<file path="src/design/bsf_pkg.sv">
`timescale 1ns / 1ps
// bsf_pkg: types, sizes and helpers shared by the block sample FIFO.
// No dependencies.
package bsf_pkg;

  localparam int BUFFER_COUNT  = 8;     // buffers in the ring, 2..64
  localparam int BUFFER_LENGTH = 32;    // samples per buffer, 1..1024

  localparam int SAMPLE_W   = 13;
  localparam int PLAY_W     = 8;
  localparam int PLAY_SHIFT = 5;

  localparam int IDX_W   = $clog2(BUFFER_COUNT);
  localparam int OFF_W   = (BUFFER_LENGTH > 1) ? $clog2(BUFFER_LENGTH) : 1;
  localparam int DEPTH   = BUFFER_COUNT * BUFFER_LENGTH;
  localparam int ADDR_W  = $clog2(DEPTH);

  typedef enum logic [1:0] {
    BUF_EMPTY   = 2'd0,
    BUF_FILLING = 2'd1,
    BUF_FILLED  = 2'd2
  } buf_state_t;

  typedef enum logic {
    CMD_STORE = 1'b0,
    CMD_TICK  = 1'b1
  } cmd_t;

  typedef struct packed {
    logic                cmd;
    logic [SAMPLE_W-1:0] sample_in;
  } req_t;

  typedef struct packed {
    logic              out_valid;
    logic [PLAY_W-1:0] out_value;
    logic              overflow;
  } rsp_t;

  function automatic logic [IDX_W-1:0] ring_next(input logic [IDX_W-1:0] idx);
    ring_next = (idx == IDX_W'(BUFFER_COUNT - 1)) ? '0 : IDX_W'(idx + 1'b1);
  endfunction

  function automatic logic [ADDR_W-1:0] buf_addr(input logic [IDX_W-1:0] idx,
                                                 input logic [OFF_W-1:0] off);
    buf_addr = ADDR_W'(ADDR_W'(idx) * ADDR_W'(BUFFER_LENGTH) + ADDR_W'(off));
  endfunction

endpackage

</file>
<file path="src/design/bsf_ram.sv">
`timescale 1ns / 1ps
// bsf_ram: generic simple dual-port RAM, one write and one registered read port.
// No dependencies.
module bsf_ram #(
  parameter int WIDTH = 8,
  parameter int DEPTH = 16
) (
  input  logic                     clk,
  input  logic                     we,
  input  logic [$clog2(DEPTH)-1:0] waddr,
  input  logic [WIDTH-1:0]         wdata,
  input  logic                     re,
  input  logic [$clog2(DEPTH)-1:0] raddr,
  output logic [WIDTH-1:0]         rdata
);

  logic [WIDTH-1:0] mem [DEPTH];

  always_ff @(posedge clk) begin
    if (we) begin
      mem[waddr] <= wdata;
    end
    if (re) begin
      rdata <= mem[raddr];
    end
  end

endmodule

</file>
<file path="src/design/block_sample_fifo.sv">
`timescale 1ns / 1ps
// block_sample_fifo: ring of sample buffers handing whole blocks to playback.
// Depends on bsf_pkg and bsf_ram.

// A ring of BUFFER_COUNT buffers of BUFFER_LENGTH 13-bit samples, held in one
// RAM with a registered read. A store transaction (cmd 0) writes sample_in at
// the fill position; when a buffer completes it is marked filled and the
// writer moves on. If the next buffer has not been drained yet, overflow is
// raised and stays set: from then on every transaction is answered with
// out_valid 0, out_value 0, overflow 1 and changes nothing. A tick
// transaction (cmd 1) reads one sample from the drain buffer only if that
// buffer is filled, returning bits 12..5; after the last sample the buffer is
// freed. Every request transaction gives exactly one response transaction.
// Throughput is one transaction per cycle while rsp_ready is high: all ring
// bookkeeping is updated in the accept cycle, and the registered RAM read is
// covered by a single stage in front of the response register. A transaction
// waits in that read stage for RAM data, then in the response register.
module block_sample_fifo (
  input  logic          clk,
  input  logic          rst,
  input  logic          req_valid,
  output logic          req_ready,
  input  bsf_pkg::req_t req,
  output logic          rsp_valid,
  input  logic          rsp_ready,
  output bsf_pkg::rsp_t rsp
);

  // ring bookkeeping
  bsf_pkg::buf_state_t                 buf_state [bsf_pkg::BUFFER_COUNT];
  bsf_pkg::buf_state_t                 buf_state_next [bsf_pkg::BUFFER_COUNT];
  logic [bsf_pkg::IDX_W-1:0]           fill_index, fill_index_next;
  logic [bsf_pkg::OFF_W-1:0]           fill_offset, fill_offset_next;
  logic [bsf_pkg::IDX_W-1:0]           drain_index, drain_index_next;
  logic [bsf_pkg::OFF_W-1:0]           drain_offset, drain_offset_next;
  logic                                halted, halted_next;

  // read stage: transaction waiting for RAM data
  logic                                pend;
  logic                                pend_hit, pend_hit_next;
  logic                                pend_over;

  logic                                accept;
  logic                                advance;
  logic                                ram_we, ram_re;
  logic [bsf_pkg::ADDR_W-1:0]          ram_waddr, ram_raddr;
  logic [bsf_pkg::SAMPLE_W-1:0]        ram_rdata;
  logic [bsf_pkg::IDX_W-1:0]           fill_ring;

  // response register frees up when empty or being taken
  assign advance   = pend && (!rsp_valid || rsp_ready);
  assign req_ready = !pend || advance;
  assign accept    = req_valid && req_ready;

  assign fill_ring = bsf_pkg::ring_next(fill_index);
  assign ram_waddr = bsf_pkg::buf_addr(fill_index, fill_offset);
  assign ram_raddr = bsf_pkg::buf_addr(drain_index, drain_offset);

  always_comb begin
    buf_state_next    = buf_state;
    fill_index_next   = fill_index;
    fill_offset_next  = fill_offset;
    drain_index_next  = drain_index;
    drain_offset_next = drain_offset;
    halted_next       = halted;
    pend_hit_next     = 1'b0;
    ram_we            = 1'b0;
    ram_re            = 1'b0;

    if (accept && !halted) begin
      if (req.cmd == bsf_pkg::CMD_STORE) begin
        ram_we = 1'b1;
        if (fill_offset == bsf_pkg::OFF_W'(bsf_pkg::BUFFER_LENGTH - 1)) begin
          buf_state_next[fill_index] = bsf_pkg::BUF_FILLED;
          fill_index_next            = fill_ring;
          fill_offset_next           = '0;
          // writer caught up with a buffer still in use
          if (buf_state[fill_ring] != bsf_pkg::BUF_EMPTY) begin
            halted_next = 1'b1;
          end else begin
            buf_state_next[fill_ring] = bsf_pkg::BUF_FILLING;
          end
        end else begin
          fill_offset_next = bsf_pkg::OFF_W'(fill_offset + 1'b1);
        end
      end else if (buf_state[drain_index] == bsf_pkg::BUF_FILLED) begin
        ram_re        = 1'b1;
        pend_hit_next = 1'b1;
        if (drain_offset == bsf_pkg::OFF_W'(bsf_pkg::BUFFER_LENGTH - 1)) begin
          buf_state_next[drain_index] = bsf_pkg::BUF_EMPTY;
          drain_index_next            = bsf_pkg::ring_next(drain_index);
          drain_offset_next           = '0;
        end else begin
          drain_offset_next = bsf_pkg::OFF_W'(drain_offset + 1'b1);
        end
      end
    end
  end

  always_ff @(posedge clk) begin
    if (rst) begin
      for (int i = 0; i < bsf_pkg::BUFFER_COUNT; i++) begin
        buf_state[i] <= bsf_pkg::BUF_EMPTY;
      end
      fill_index   <= '0;
      fill_offset  <= '0;
      drain_index  <= '0;
      drain_offset <= '0;
      halted       <= 1'b0;
      pend         <= 1'b0;
      rsp_valid    <= 1'b0;
    end else begin
      buf_state    <= buf_state_next;
      fill_index   <= fill_index_next;
      fill_offset  <= fill_offset_next;
      drain_index  <= drain_index_next;
      drain_offset <= drain_offset_next;
      halted       <= halted_next;
      if (accept) begin
        pend <= 1'b1;
      end else if (advance) begin
        pend <= 1'b0;
      end
      if (advance) begin
        rsp_valid <= 1'b1;
      end else if (rsp_ready) begin
        rsp_valid <= 1'b0;
      end
    end
  end

  // payload of the read stage and the response register
  always_ff @(posedge clk) begin
    if (accept) begin
      pend_hit  <= pend_hit_next;
      pend_over <= halted_next;
    end
    if (advance) begin
      rsp.out_valid <= pend_hit;
      rsp.out_value <= pend_hit ?
                       ram_rdata[bsf_pkg::PLAY_SHIFT +: bsf_pkg::PLAY_W] : '0;
      rsp.overflow  <= pend_over;
    end
  end

  // read data holds while the read stage stalls: no new read is issued then
  bsf_ram #(
    .WIDTH (bsf_pkg::SAMPLE_W),
    .DEPTH (bsf_pkg::DEPTH)
  ) u_store (
    .clk   (clk),
    .we    (ram_we),
    .waddr (ram_waddr),
    .wdata (req.sample_in),
    .re    (ram_re),
    .raddr (ram_raddr),
    .rdata (ram_rdata)
  );

endmodule
</file>
<file path="config.mk">
export PLATFORM = sky130hd
export DESIGN_NAME = block_sample_fifo
export DESIGN_NICKNAME = d
export VERILOG_FILES = /design/src/design/bsf_pkg.sv /design/src/design/bsf_ram.sv /design/src/design/block_sample_fifo.sv
export SDC_FILE = /design/constraint.sdc
export NUM_CORES = 2
export LEC_CHECK = 0
export ABC_AREA = 1
export BUFFER_PORTS_ARGS = -buffer_cell sky130_fd_sc_hd__buf_2
export CAP_MARGIN = 25
export CELL_PAD_IN_SITES_DETAIL_PLACEMENT = 2
export CELL_PAD_IN_SITES_GLOBAL_PLACEMENT = 2
export CORE_MARGIN = 2
export CORE_UTILIZATION = 35
export CTS_CLUSTER_SIZE = 25
export DETAILED_ROUTE_END_ITERATION = 16
export PLACE_DENSITY = 0.77
export SLEW_MARGIN = 5
export SYNTH_ARGS = -nofsm -noshare
export SYNTH_HDL_FRONTEND = slang
export SYNTH_SLANG_ARGS = --single-unit
</file>
<file path="constraint.sdc">
create_clock -name clk -period 3.04 [get_ports clk]
set_clock_uncertainty 0.1 [all_clocks]
set_input_delay 0.608 -clock clk [delete_from_list [all_inputs] [get_ports clk]]
set_output_delay 0.608 -clock clk [all_outputs]
set_load 0.1 [all_outputs]
</file>
==> key figures <==
Placed design
  – GP Congestion: 0.8444
  – Post-DP HPWL: 208.0 mm
  – Input/output buffers: 24
  – Dpl cell area: 97050 um2

Worst hold path
  – HP Class: input port to flip-flop
  – Hold Path Depth: 1
  – Hold EP: u_store.mem[233][9]
  – Hold Crit Start: req[9]

Worst setup path
  – Startpoint Class: flip-flop
  – CP Class: flip-flop to flip-flop
  – Crit end category: flip-flop
  – Worst path bufs/invs: 4
  – Flop2flop setup slack: a little under 0.04 ns
  – Critical-path cell list: buf_12, inv_16, buf_12, buf_12, nand2_1, nand3_1, nand2_1, nand2_1, nand2_1, nor2_2, nand2_1, nand3_2, nand2_1, nand2_1, nand3_1
  – CP delay by family, top: simple AND/OR/NAND/NOR gates
  – Highest cell delay on the worst timing path: 0.42 ns
  – Critical Path Source: drain_offset[0]
  – R2R Path Start: drain_offset[0]
  – R2r endpoint: u_store.rdata[8]
  – CP arrival: 3.51 ns
  – Slowest CP cell: dfxtp_4
  – Critical path required time: 3.55 ns
  – R2r worst-path depth: 15
  – CP dominant cell by count: nand2_1
  – Critical Path Fanout Max: 30

Drt
  – DR iter-0 viols: 6310
  – ANT nets after route: 0
  – Vias per cell: between 5 and 6
  – # DRC: 0
  – Final wirelength: 342.9 mm
  – TritonRoute pass-1 iters: 6
  – Routed WL per cell: between 20 and 30 um
  – Vias after detailed routing: about 67000

STA
  – Max_slew headroom: a little over two fifths
  – WHS: approximately 0.042 ns
  – Final Hold Fails: 0
  – Final setup viols: 0
  – Slew @ Worst Pin: 0.8697 ns
  – Tmin final: 3.001 ns
  – Count of pins over their slew limit: 0
  – RSZ-0062 raised after global routing: true
  – Crit share post-route: 98.71%
  – Max Clock Freq: roughly 330 MHz
  – Total negative slack: 0 ns

Power
  – Leak: 40.29 nW
  – P per Cell Area: 576.6 nW/um2
  – Maximum VDD drop: 591.3 uV
  – Sequential share of power: 52.8%
  – Int Pwr: 47.30 mW
  – Final Power: 60.27 mW
  – Sw Pwr: 12.97 mW
  – Clock share of power: between 40% and 50%
  – Switching Fraction: between 20% and 30%
  – Comb pwr share: 1.7%

CTS
  – CTS max path bufs: 3
  – CTS buffer count: 222
  – Worst skew pair latency: between 0.8 and 0.9 ns
  – Clock transition at path regs: approximately 0.070 ns
  – Sink Count: 2103
  – Htree depth: 4
  – Root Buffer: clkbuf_16
  – CTS tree: yes

Job
  – Maxcap violations: 0

Global routing
  – Gr usage total: between 20% and 30%
  – Largest net degree at the start of global routing: 96
  – Initial antenna violation count: 11
  – Remaining Overflow, GRT: 0
  – Global-route wire length before repair: slightly above 500 mm
  – Vias in the first global route: roughly 74000

Layout
  – Most frequent cells in the layout: nand2_1 (2747), edfxtp_1 (2068), nor2_1 (1032)
  – Share of post-route cells with drive strength above 1: 10.96%
  – Area growth, synth to finish: 17.73%
  – Most common cell after layout, fill and taps aside: nand2_1
  – Fin area: 104500 um2
  – Layout Utilization: 41.50%
  – Final nets: 8833

Yosys
  – Area leader, netlist: edfxtp_1
  – Synth Net Count: 8457
  – Synth cell types: 29
  – Synth Register Bits: 2103
  – Mapped Area: 88790 um2
  – Number of flops mapped to enable cells by yosys: between 2000 and 2500
  – YS warnings: 0
  – Synth top area share: 69.94%
  – Dominant synthesized flop cell: edfxtp_1
  – Post-synthesis sequential area ratio: a little over two thirds
  – Cells after Synth: ~8400
  – Top cells by area, synth: edfxtp_1 (70%), nand2_1 (12%), nand3_1 (5.4%)
  – Syn Area/Cell: between 10 and 15 um2
  – Async SR Flop Fraction: 0%

Floorplanning
  – Rows: 184
  – Core area: between 200000 and 300000 um2
  – Initial core utilization: 35.25%
  – Die Wd: 507.7 um
  – I/O pin count: 30
  – Die Area: 257700 um2
  – Die extent in y: 507.7 um

Run status
  – Outcome: finished, final reports clean
## cell usage after synthesis (4+ instances only)
cell type	count
ha_1	11
dfxtp_1	35
nand2_1	2753
buf_2	133
buf_6	5
o31ai_1	6
nor2_1	1052
buf_1	53
a21oi_1	152
o21ai_0	304
inv_1	580
edfxtp_1	2068
nand4_1	6
or2_2	7
inv_2	5
nand3_1	954
buf_4	18
nor3_1	4
clkbuf_1	266
## how the worst max path moves through the flow
stage	to	cells after the start
after global routing	u_store.rdata[9]	15
final	u_store.rdata[8]	15
after global placement	u_store.mem[147][8]	13
after detailed placement	u_store.mem[147][9]	13
after floorplan	u_store.mem[139][10]	11
after CTS	u_store.rdata[7]	15
## state kept, by name, indices dropped and copies added, names as in the netlist
| register | cells |
|---|---|
| pend_hit | 1 |
| rsp | 10 |
| rsp_valid | 1 |
| pend | 1 |
| u_store.rdata | 8 |
| u_store.mem | 2048 |
| pend_over | 1 |
| drain_index | 3 |
| halted | 1 |
| fill_index | 3 |
| drain_offset | 5 |
| fill_offset | 5 |
| buf_state | 16 |
## power groups by stage
stage,Sequential (mW),Clock (mW),Combinational [mW]
3_5_place_dp,32.5,0,0.991
4_1_cts,31.9,27.8,1.00
2_1_floorplan,32.5,0,0.105
6_report,31.9,27.4,1.01
3_3_place_gp,32.5,0,0.927
5_1_grt,31.8,28.7,1.05
## area by class of cell
| class | count | area (um2) |
|---|---|---|
| sequential | 2103 | 62820 |
| timing repair inverter | 2 | 17.52 |
| fill | 26049 | 147300 |
| timing repair buffer | 625 | 6247 |
| clock buffer | 306 | 6063 |
| tap | 3348 | 4189 |
| multi-input combinational | 5261 | 21830 |
| antenna | 7 | 17.52 |
| inverter | 589 | 2258 |
| clock inverter | 108 | 1080 |
## cells by family after synthesis
kind of cell             after synthesis  synth area share (%)
AND/OR/NAND/NOR                     4782                 21.63
flip-flops                          2103                 70.73
buffers and inverters               1064                 4.807
AO/OA/AOI/OAI                        467                 2.663
adder cells (fa/ha/maj)               11                0.1550
XOR/XNOR                               1              0.009867
## worst register-to-register path: stages, from the launching register on
cell and delay (ns):
dfxtp_4 0.42, buf_12 0.17, inv_16 0.19, buf_12 0.27
buf_12 0.22, nand2_1 0.12, nand3_1 0.15, nand2_1 0.08
nand2_1 0.07, nand2_1 0.06, nor2_2 0.23, nand2_1 0.14
nand3_2 0.18, nand2_1 0.16, nand2_1 0.12, nand3_1 0.08
## routing by layer
| metal | track usage [%] | routed length, um | up-vias |
|---|---|---|---|
| li1 | - | - | 28839 |
| met1 | 32.69 | 137800 | 35219 |
| met2 | 45.61 | 171500 | 2303 |
| met3 | 3.673 | 18280 | 686 |
| met4 | 11.24 | 15330 | 6 |
| met5 | 0 | 31 | - |
## repair_timing
action | CTS | global route
buffers inserted | 5 | 1
endpoints found under the hold margin | 23 | 0
cloned | 2 | 2
endpoints found under the setup margin | 17 | 38
hold buffers | 4 | 0
resized for setup | 7 | 24
## metrics by stage
step	cells	setup WS, ns
floorplan	8428	-0.05442
global placement	11914	-0.2476
detailed placement	11914	-0.3410
CTS	12339	0.0005285
global route	12344	-0.04478
finish	12349	0.03933
(Power assumes the default switching activity.)
